===== src/multi_waveform_nco_unit_macros.svh =====
// Assertion macros for the multi-waveform oscillator.
// Each macro samples on clk and is disabled while rst_n is low.
`ifndef MULTI_WAVEFORM_NCO_UNIT_MACROS_SVH
`define MULTI_WAVEFORM_NCO_UNIT_MACROS_SVH

`ifndef SYNTHESIS

`define MWNCO_ASSERT_NOW(label, ante, cons) \
    label: assert property (@(posedge clk) disable iff (!rst_n) (ante) |-> (cons)) \
        else $error("mwnco assertion failed");

`define MWNCO_ASSERT_NEXT(label, ante, cons) \
    label: assert property (@(posedge clk) disable iff (!rst_n) (ante) |=> (cons)) \
        else $error("mwnco assertion failed");

`else

`define MWNCO_ASSERT_NOW(label, ante, cons)

`define MWNCO_ASSERT_NEXT(label, ante, cons)

`endif

`endif


===== src/mwnco_pkg.sv =====
`default_nettype none

package mwnco_pkg;

    localparam int DEF_PHASE_BITS = 32;
    localparam int DEF_SINE_TABLE_ADDR_BITS = 10;
    localparam int DEF_SAMPLE_BITS = 16;

    localparam int IN_PHASE_BITS = 32;
    localparam int CFG_DATA_BITS = 32;
    localparam int CFG_INDEX_BITS = 1;
    localparam int WAVEFORM_BITS = 2;
    localparam int CMD_BITS = 2;

    localparam longint unsigned HALF_PI_Q30 = 64'd1686629713;

    typedef enum logic [CFG_INDEX_BITS-1:0] {
        REG_WAVEFORM   = 1'b0,
        REG_PHASE_STEP = 1'b1
    } cfg_reg_t;

    typedef enum logic [CMD_BITS-1:0] {
        CMD_NEXT = 2'd0,
        CMD_EVAL = 2'd1,
        CMD_LOAD = 2'd2
    } cmd_t;

    typedef enum logic [WAVEFORM_BITS-1:0] {
        WAVE_SINE     = 2'd0,
        WAVE_SQUARE   = 2'd1,
        WAVE_TRIANGLE = 2'd2,
        WAVE_SAW      = 2'd3
    } wave_t;

    // shift-subtract quotient, evaluated only while building the table
    function automatic longint unsigned quotient(
        input longint unsigned num,
        input longint unsigned den
    );
        longint unsigned quo;
        longint unsigned rem;
        quo = '0;
        rem = '0;
        for (int b = 63; b >= 0; b--)
        begin
            rem = {rem[62:0], num[b]};
            if (rem >= den)
            begin
                rem    = rem - den;
                quo[b] = 1'b1;
            end
        end
        return quo;
    endfunction

    function automatic longint unsigned sine_entry(
        input int unsigned j,
        input int unsigned addr_bits,
        input int unsigned sample_bits
    );
        longint unsigned x;
        longint unsigned x2;
        longint unsigned term;
        longint unsigned den;
        longint sum;
        longint maxv;
        longint r;
        x = (HALF_PI_Q30 * longint'(j)) >> addr_bits;
        x2 = (x * x) >> 30;
        term = x;
        sum = longint'(x);
        maxv = (longint'(1) << (sample_bits - 1)) - 1;
        for (int n = 1; n <= 10; n++)
        begin
            den = 64'((2 * n) * (2 * n + 1));
            term = quotient((term * x2) >> 30, den);
            if ((n & 1) == 1)
            begin
                sum = sum - longint'(term);
            end
            else
            begin
                sum = sum + longint'(term);
            end
        end
        if (sum < 0)
        begin
            sum = 0;
        end
        r = (sum * maxv + (longint'(1) << 29)) >>> 30;
        if (r > maxv)
        begin
            r = maxv;
        end
        return longint'(r);
    endfunction

endpackage

`default_nettype wire


===== src/mwnco_phase.sv =====
`default_nettype none

module mwnco_phase #(
    parameter int PHASE_BITS = mwnco_pkg::DEF_PHASE_BITS
) (
    input  wire logic                                 clk,
    input  wire logic                                 rst_n,
    input  wire logic                                 in_valid,
    output logic                                      in_stall,
    input  wire logic [mwnco_pkg::CMD_BITS-1:0]       cmd,
    input  wire logic [PHASE_BITS-1:0]                pv_aligned,
    input  wire logic [PHASE_BITS-1:0]                step,
    input  wire logic                                 s1_take,
    output logic                                      s1_valid,
    output logic [PHASE_BITS-1:0]                     s1_phase
);

    logic                  acc_reg;
    logic [PHASE_BITS-1:0] phase_acc_reg;
    logic [PHASE_BITS-1:0] phase_acc_next;
    logic                  s1_valid_reg;
    logic                  s1_valid_next;
    logic [PHASE_BITS-1:0] s1_phase_reg;
    logic [PHASE_BITS-1:0] s1_phase_next;
    logic                  accept;

    assign in_stall = s1_valid_reg && !s1_take;
    assign accept   = in_valid && !in_stall;
    assign acc_reg  = accept;

    always_comb
    begin
        phase_acc_next = phase_acc_reg;
        s1_phase_next  = s1_phase_reg;
        s1_valid_next  = s1_take ? 1'b0 : s1_valid_reg;
        if (acc_reg)
        begin
            case (cmd)
                mwnco_pkg::CMD_NEXT:
                begin
                    s1_phase_next  = phase_acc_reg + pv_aligned;
                    s1_valid_next  = 1'b1;
                    phase_acc_next = phase_acc_reg + step;
                end
                mwnco_pkg::CMD_EVAL:
                begin
                    s1_phase_next = pv_aligned;
                    s1_valid_next = 1'b1;
                end
                mwnco_pkg::CMD_LOAD:
                begin
                    phase_acc_next = pv_aligned;
                end
                default:
                begin
                    // drop the request
                end
            endcase
        end
    end

    always_ff @(posedge clk or negedge rst_n)
    begin
        if (!rst_n)
        begin
            phase_acc_reg <= '0;
            s1_valid_reg  <= 1'b0;
        end
        else
        begin
            phase_acc_reg <= phase_acc_next;
            s1_valid_reg  <= s1_valid_next;
        end
    end

    always_ff @(posedge clk)
    begin
        s1_phase_reg <= s1_phase_next;
    end

    assign s1_valid = s1_valid_reg;
    assign s1_phase = s1_phase_reg;

endmodule

`default_nettype wire


===== config.mk =====
export PLATFORM = sky130hd
export DESIGN_NAME = mwnco_phase
export DESIGN_NICKNAME = d
export VERILOG_FILES = /design/src/multi_waveform_nco_unit_macros.svh /design/src/mwnco_pkg.sv /design/src/mwnco_phase.sv
export SDC_FILE = /design/constraint.sdc
export NUM_CORES = 1
export LEC_CHECK = 0
export BUFFER_PORTS_ARGS = -buffer_cell sky130_fd_sc_hd__clkbuf_2
export CAP_MARGIN = 15
export CORE_MARGIN = 4
export CORE_UTILIZATION = 30
export DETAILED_ROUTE_END_ITERATION = 8
export SLEW_MARGIN = 0
export SYNTH_ARGS = -nofsm -noshare
export SYNTH_HDL_FRONTEND = slang
export SYNTH_SLANG_ARGS = --single-unit

===== constraint.sdc =====
create_clock -name clk -period 3.1 [get_ports clk]
set_input_delay 0.31 -clock clk [delete_from_list [all_inputs] [get_ports clk]]
set_output_delay 0.31 -clock clk [all_outputs]
set_load 0.1 [all_outputs]

# Yosys cells after proc, flatten, opt, wreduce, memory -nomap -nowiden
# Cells that the tools add are included.
# op_classes
add_sub_neg	2
eq_ne	2
n_mux	5
reduce_logical	10
# ops
operator	count
case mux 32 bit (2 select lines)	2
adder 32 bit	2
AND reduction 2 bit	2
nonzero test 2 bit	2
two-way mux 1 bit	3
== test 2 x 1 -> 1 bit (second input constant)	1
== test 2 bit (second input constant)	1
logical AND 1 bit	2
logical NOT 1 bit	2
logical NOT 2 bit	1
OR reduction 2 bit	1
# totals
reg_bits	65
input_bits	70
elab_cells	22

# Logic depth before layout (Yosys ltp)
# depth
word_depth	5
ltp_mapped	11
mapped_depth_nobuf	11

# Least setup slack after synthesis
# OpenSTA, ideal clock, no wires.
# synth_timing
path_kind	register to register
startpoint	reg s1_valid_reg (netlist: s1_valid)
endpoint	reg s1_phase_reg[0] (netlist: s1_phase[0]), enable pin
setup_ns	0.421
arrival_ns	2.440
t_required_ns	2.679
setup_slack_ns	0.239
path_stages_with_launch	4
path_buffers	0
cell_sequence	dfrtp_1 nand2b_1 nand2_1 nor2_1
# synth_between
elab_chain_len	4
# synth_lines
element	line_no	rtl
start: declaration	mwnco_phase.sv:21	logic s1_valid_reg;
start signal: assignment	mwnco_phase.sv:72	s1_valid_reg <= s1_valid_next;
logical AND 1 bit	mwnco_phase.sv:27	assign in_stall = s1_valid_reg && !s1_take;
logical NOT 1 bit	mwnco_phase.sv:28	assign accept = in_valid && !in_stall;
logical AND 1 bit	mwnco_phase.sv:28	
AND reduction 2 bit (no source line)	--	
end signal: assignment	mwnco_phase.sv:78	s1_phase_reg <= s1_phase_next;
end: declaration	mwnco_phase.sv:23	logic [PHASE_BITS-1:0] s1_phase_reg;
# Every way passes these cells.
# A chain may end at the register's enable or synchronous reset.

# Worst setup path after layout
# layout_timing
startpoint	reg phase_acc_reg[15]
endpoint	reg phase_acc_reg[29]
# layout_between
elab_chain_len	2
# layout_lines
element	line_no	rtl
start: declaration	mwnco_phase.sv:19	logic [PHASE_BITS-1:0] phase_acc_reg;
start signal: assignment	mwnco_phase.sv:71	phase_acc_reg <= phase_acc_next;
adder 32 bit	mwnco_phase.sv:43	phase_acc_next = phase_acc_reg + step;
case mux 32 bit (2 select lines)	mwnco_phase.sv:38	case (cmd)
# Every way passes these cells.

==> results.txt <==
----------------------------------------------------
[GRT]
  Global-route wire length before repair ... slightly below 30000 um
  Via count of the first global-routing pass ... about 5500
  Initial antenna violation count ... 1
  Busiest layer in global routing ... met2
  M2 GR Usage ... 0.257
  GR Util met1 ... 0.236
  Maximum number of pins on one net before global-route repair ... 37
  Total overflow reported by the global router ... 0
  Met3 Use GR ... 0.0260
  Overall Global Routing Usage ... 0.165

[Synthesis]
  Unique cell type count in the Yosys netlist ... 60
  Multiplexer fraction of the synthesized cell area ... 0.00333
  Compound-cell area share of the yosys netlist ... 0.292
  Flop and latch count out of synthesis ... 65
  Cell types with the largest area share after synthesis ... sky130_fd_sc_hd__edfxtp_1 16%, sky130_fd_sc_hd__dfrtp_1 14%, sky130_fd_sc_hd__ha_1 13%
  Primary flip-flop cell chosen by synthesis mapping ... sky130_fd_sc_hd__dfrtp_1
  Post-synthesis instance area ... roughly 6000 um^2
  Share of the yosys chip area belonging to registers ... 0.297
  Xor and xnor area share after synthesis ... 0.0756
  Total nets after synthesis ... 858
  Fraction of synthesized cell area taken by the top area cell type ... 0.160
  Share of synthesized registers carrying an async set or reset ... 0.508
  Largest family of logic cells by synthesized area ... compound AO/OA/AOI/OAI gates
  Adder-cell share of the synthesized area ... 0.135
  Basic-gate share of the synthesized area counting and, or, nand and nor cells ... 0.163
  Cell type with the highest aggregate area in the netlist ... sky130_fd_sc_hd__edfxtp_1
  EDFF count, synth ... 32
  Yosys synthesis warning count ... 0
  Post-Synthesis Mean Instance Area ... ~8.3 um^2
  Post-synthesis cell count ... around 720

[Die]
  Die area ... 22400 um^2
  Count of standard-cell rows ... 51
  Chip Height ... 150 um
  Floorplan core area ... 19600 um^2
  Io pins ... between 100 and 150
  Initial core utilization ... 0.307
  Die outline width ... around 150 um

[Setup path]
  Data arrival time of the critical path ... ~3.1 ns
  Critical path peak fanout ... 7
  Worst setup EP type ... flip-flop
  Buf/Inv on CP ... 0
  Critical Path Max Stage Delay ... 0.42 ns
  Data required time of the worst path ... 3.30 ns
  Kind of start point of the critical path ... flip-flop
  Worst R2R Start ... phase_acc_reg[15]
  End of the worst register-to-register path ... phase_acc_reg[29]
  Flop2flop setup slack ... around 0.17 ns
  Count of cells along the worst register-to-register path ... 10
  Kind of critical path ... reg2reg
  Worst path top cell family by delay ... compound AO/OA/AOI/OAI gates
  Cell-by-cell listing of the critical path ... ha_1 -> a21o_1 -> a31o_1 -> a221oi_2 -> nor2_1 -> a211oi_2 -> a2bb2oi_2 -> o221ai_2 -> mux2i_1 -> o211ai_1
  Critical-path top delay cell ... sky130_fd_sc_hd__dfrtp_1

[Power and ir drop]
  Power per Cell Area ... roughly 1000 nW/um^2
  Worst vdd ir ... about 0.00032 V
  Leakage Power ... roughly 3.2 nW

[Layout]
  Fraction of final layout cells sized beyond drive strength 1 ... 0.195
  Most common library cell in the layout ignoring fill and taps ... sky130_fd_sc_hd__clkbuf_2
  Fill cells ... between 2000 and 2500
  Final layout net count ... about 960
  Non-filler cells, final ... around 1100
  Area of all sequential standard cells ... ~1800 um^2
  Area added between synthesis and finish ... 19.1%
  Multi-input gate area in the final layout ... 4060 um^2
  Highest-count cells in the layout ignoring fill and taps ... 103 x sky130_fd_sc_hd__clkbuf_2, 87 x sky130_fd_sc_hd__a21oi_1, 75 x sky130_fd_sc_hd__nand2_1
  Antenna cells ... 0

[Timing]
  Max-Slew Margin vs Limit ... 0.402
  Final setup violation count ... 0
  Final Hold Slack ... around 0.09 ns
  Slew Limit Fails ... 0
  Fmax ... 342 MHz
  Final worst setup slack ... between 0.15 and 0.2 ns
  Transition time at the pin with the least slew margin ... between 0.8 and 0.9 ns
  Final Hold Vio Count ... 0
  Final critical-path share of the clock period ... 0.944
  Worst-case clock skew ... between 0.01 and 0.015 ns
  Final critical path time including I/O delays and setup ... between 2 and 3 ns

[Clock network]
  CTS Buf Count ... 9
  Post-CTS setup buffer count ... 0
  CTS clock-pin slew for the worst setup and hold paths ... about 0.060 ns
  Number of clock sinks seen by CTS ... 65
  Maximum count of clock buffers along a single path ... 2
  Clock insertion delay at the later pin of the skew report ... 0.34 ns
  Hold-fix buffers, CTS ... 0
  CTS tree ... yes
  CTS H-tree lvls ... 3
  Clk Tree Root Cell ... sky130_fd_sc_hd__clkbuf_16

[Drt]
  Post-DR wirelength/cell ... around 17 um
  Count of routing violations after the opening detailed-route iteration ... 420
  Detailed-route DRC error count ... 0
  Number of vias in the routed layout ... between 5000 and 6000
  Antenna-violating nets left ... 0
  Total wire length after detailed routing ... ~18000 um
  Via count normalized by instance count ... 5.21
  1st-pass router iterations ... 5

[Run status]
  Result of the run ... finished, final reports clean

[Placement]
  Dpl ws ... 0.114 ns
  Routability cong. ... 0.891
  Cells after DPL ... between 1000 and 1500
  DP HPWL ... 14800 um
  Port bufs ... between 100 and 150

[Hold path]
  Path class of the lowest-slack min-delay path ... in2async

[Run]
  Number of maximum-capacitance violations ... 0

----------------------------------------------------
kinds of logic after synthesis:
kind of cell,after synthesis
compound gates,278
xor+xnor,52
fa+ha+maj,64
buf+inv,50
flops,65
mux,2
simple gates,213
worst max path at each step:
stage / from / end / slack, ns / cells past startpoint
2_1_floorplan: s1_valid / s1_phase[0] / 0.24 / 3
3_3_place_gp: phase_acc_reg[1] / s1_phase[31] / 0.14 / 10
3_5_place_dp: step[0] / phase_acc_reg[30] / 0.11 / 12
4_1_cts: phase_acc_reg[0] / phase_acc_reg[30] / 0.09 / 11
5_1_grt: phase_acc_reg[0] / phase_acc_reg[30] / -0.03 / 11
6_report: phase_acc_reg[15] / phase_acc_reg[29] / 0.17 / 10
synthesized netlist by cell type, types with 11 or more instances:
library cell and count:
sky130_fd_sc_hd__dfrtp_1 33, sky130_fd_sc_hd__nand4_1 12, sky130_fd_sc_hd__clkbuf_1 28, sky130_fd_sc_hd__or3_1 14, sky130_fd_sc_hd__o22ai_1 17, sky130_fd_sc_hd__edfxtp_1 32
sky130_fd_sc_hd__ha_1 62, sky130_fd_sc_hd__nand2_1 75, sky130_fd_sc_hd__xor2_1 22, sky130_fd_sc_hd__nor2_1 60, sky130_fd_sc_hd__a21oi_1 88, sky130_fd_sc_hd__o21ai_0 51
sky130_fd_sc_hd__xnor2_1 30, sky130_fd_sc_hd__nand3_1 15, sky130_fd_sc_hd__a21o_1 36, sky130_fd_sc_hd__a31oi_1 11, sky130_fd_sc_hd__o21ai_1 14, sky130_fd_sc_hd__inv_1 12
worst reg2reg max path: cells and delay by family, from the launching register on:
kind | cells | cell delay [ns]
flops | 1 | 0.42
fa+ha+maj | 1 | 0.40
mux | 1 | 0.17
simple gates | 1 | 0.09
compound gates | 7 | 1.73
layer usage:
metal	part of all wire	vias up
met5	0.0011	-
met4	0.022	2
met3	0.051	28
met2	0.44	148
met1	0.49	2616
li1	-	2886
power breakdown:
| group | internal (mW) | switching, mW |
|---|---|---|
| logic | 1.93 | 3.09 |
| registers | 1.27 | 0.258 |
| clock network | 0.583 | 0.379 |
| total | 3.79 | 3.73 |
repair_timing:
| action | CTS | global route |
|---|---|---|
| resized for setup | 0 | 5 |
| setup endpoints to repair | 0 | 5 |
| endpoints found under the hold margin | 0 | 0 |
final cells by class:
cell class / instances / share of cell area
well taps: 265 / 0.0462
repair buffers: 124 / 0.0938
multi-input cells: 609 / 0.566
clock buffers: 13 / 0.0363
clock inverters: 3 / 0.00227
flip-flops and latches: 65 / 0.249
inverters: 12 / 0.00628
stage by stage:
step | cell area (um^2) | total power, mW | utilization | setup TNS (ns)
2_1_floorplan | 6020 | 5.36 | - | 0
3_3_place_gp | 6870 | 6.44 | 0.351 | 0
3_5_place_dp | 6870 | 6.48 | 0.351 | 0
4_1_cts | 7150 | 7.46 | 0.365 | 0
5_1_grt | 7170 | 8.12 | 0.366 | -0.0293
6_report | 7170 | 7.51 | 0.366 | 0
Note: power is estimated with default switching activity, not from simulation.
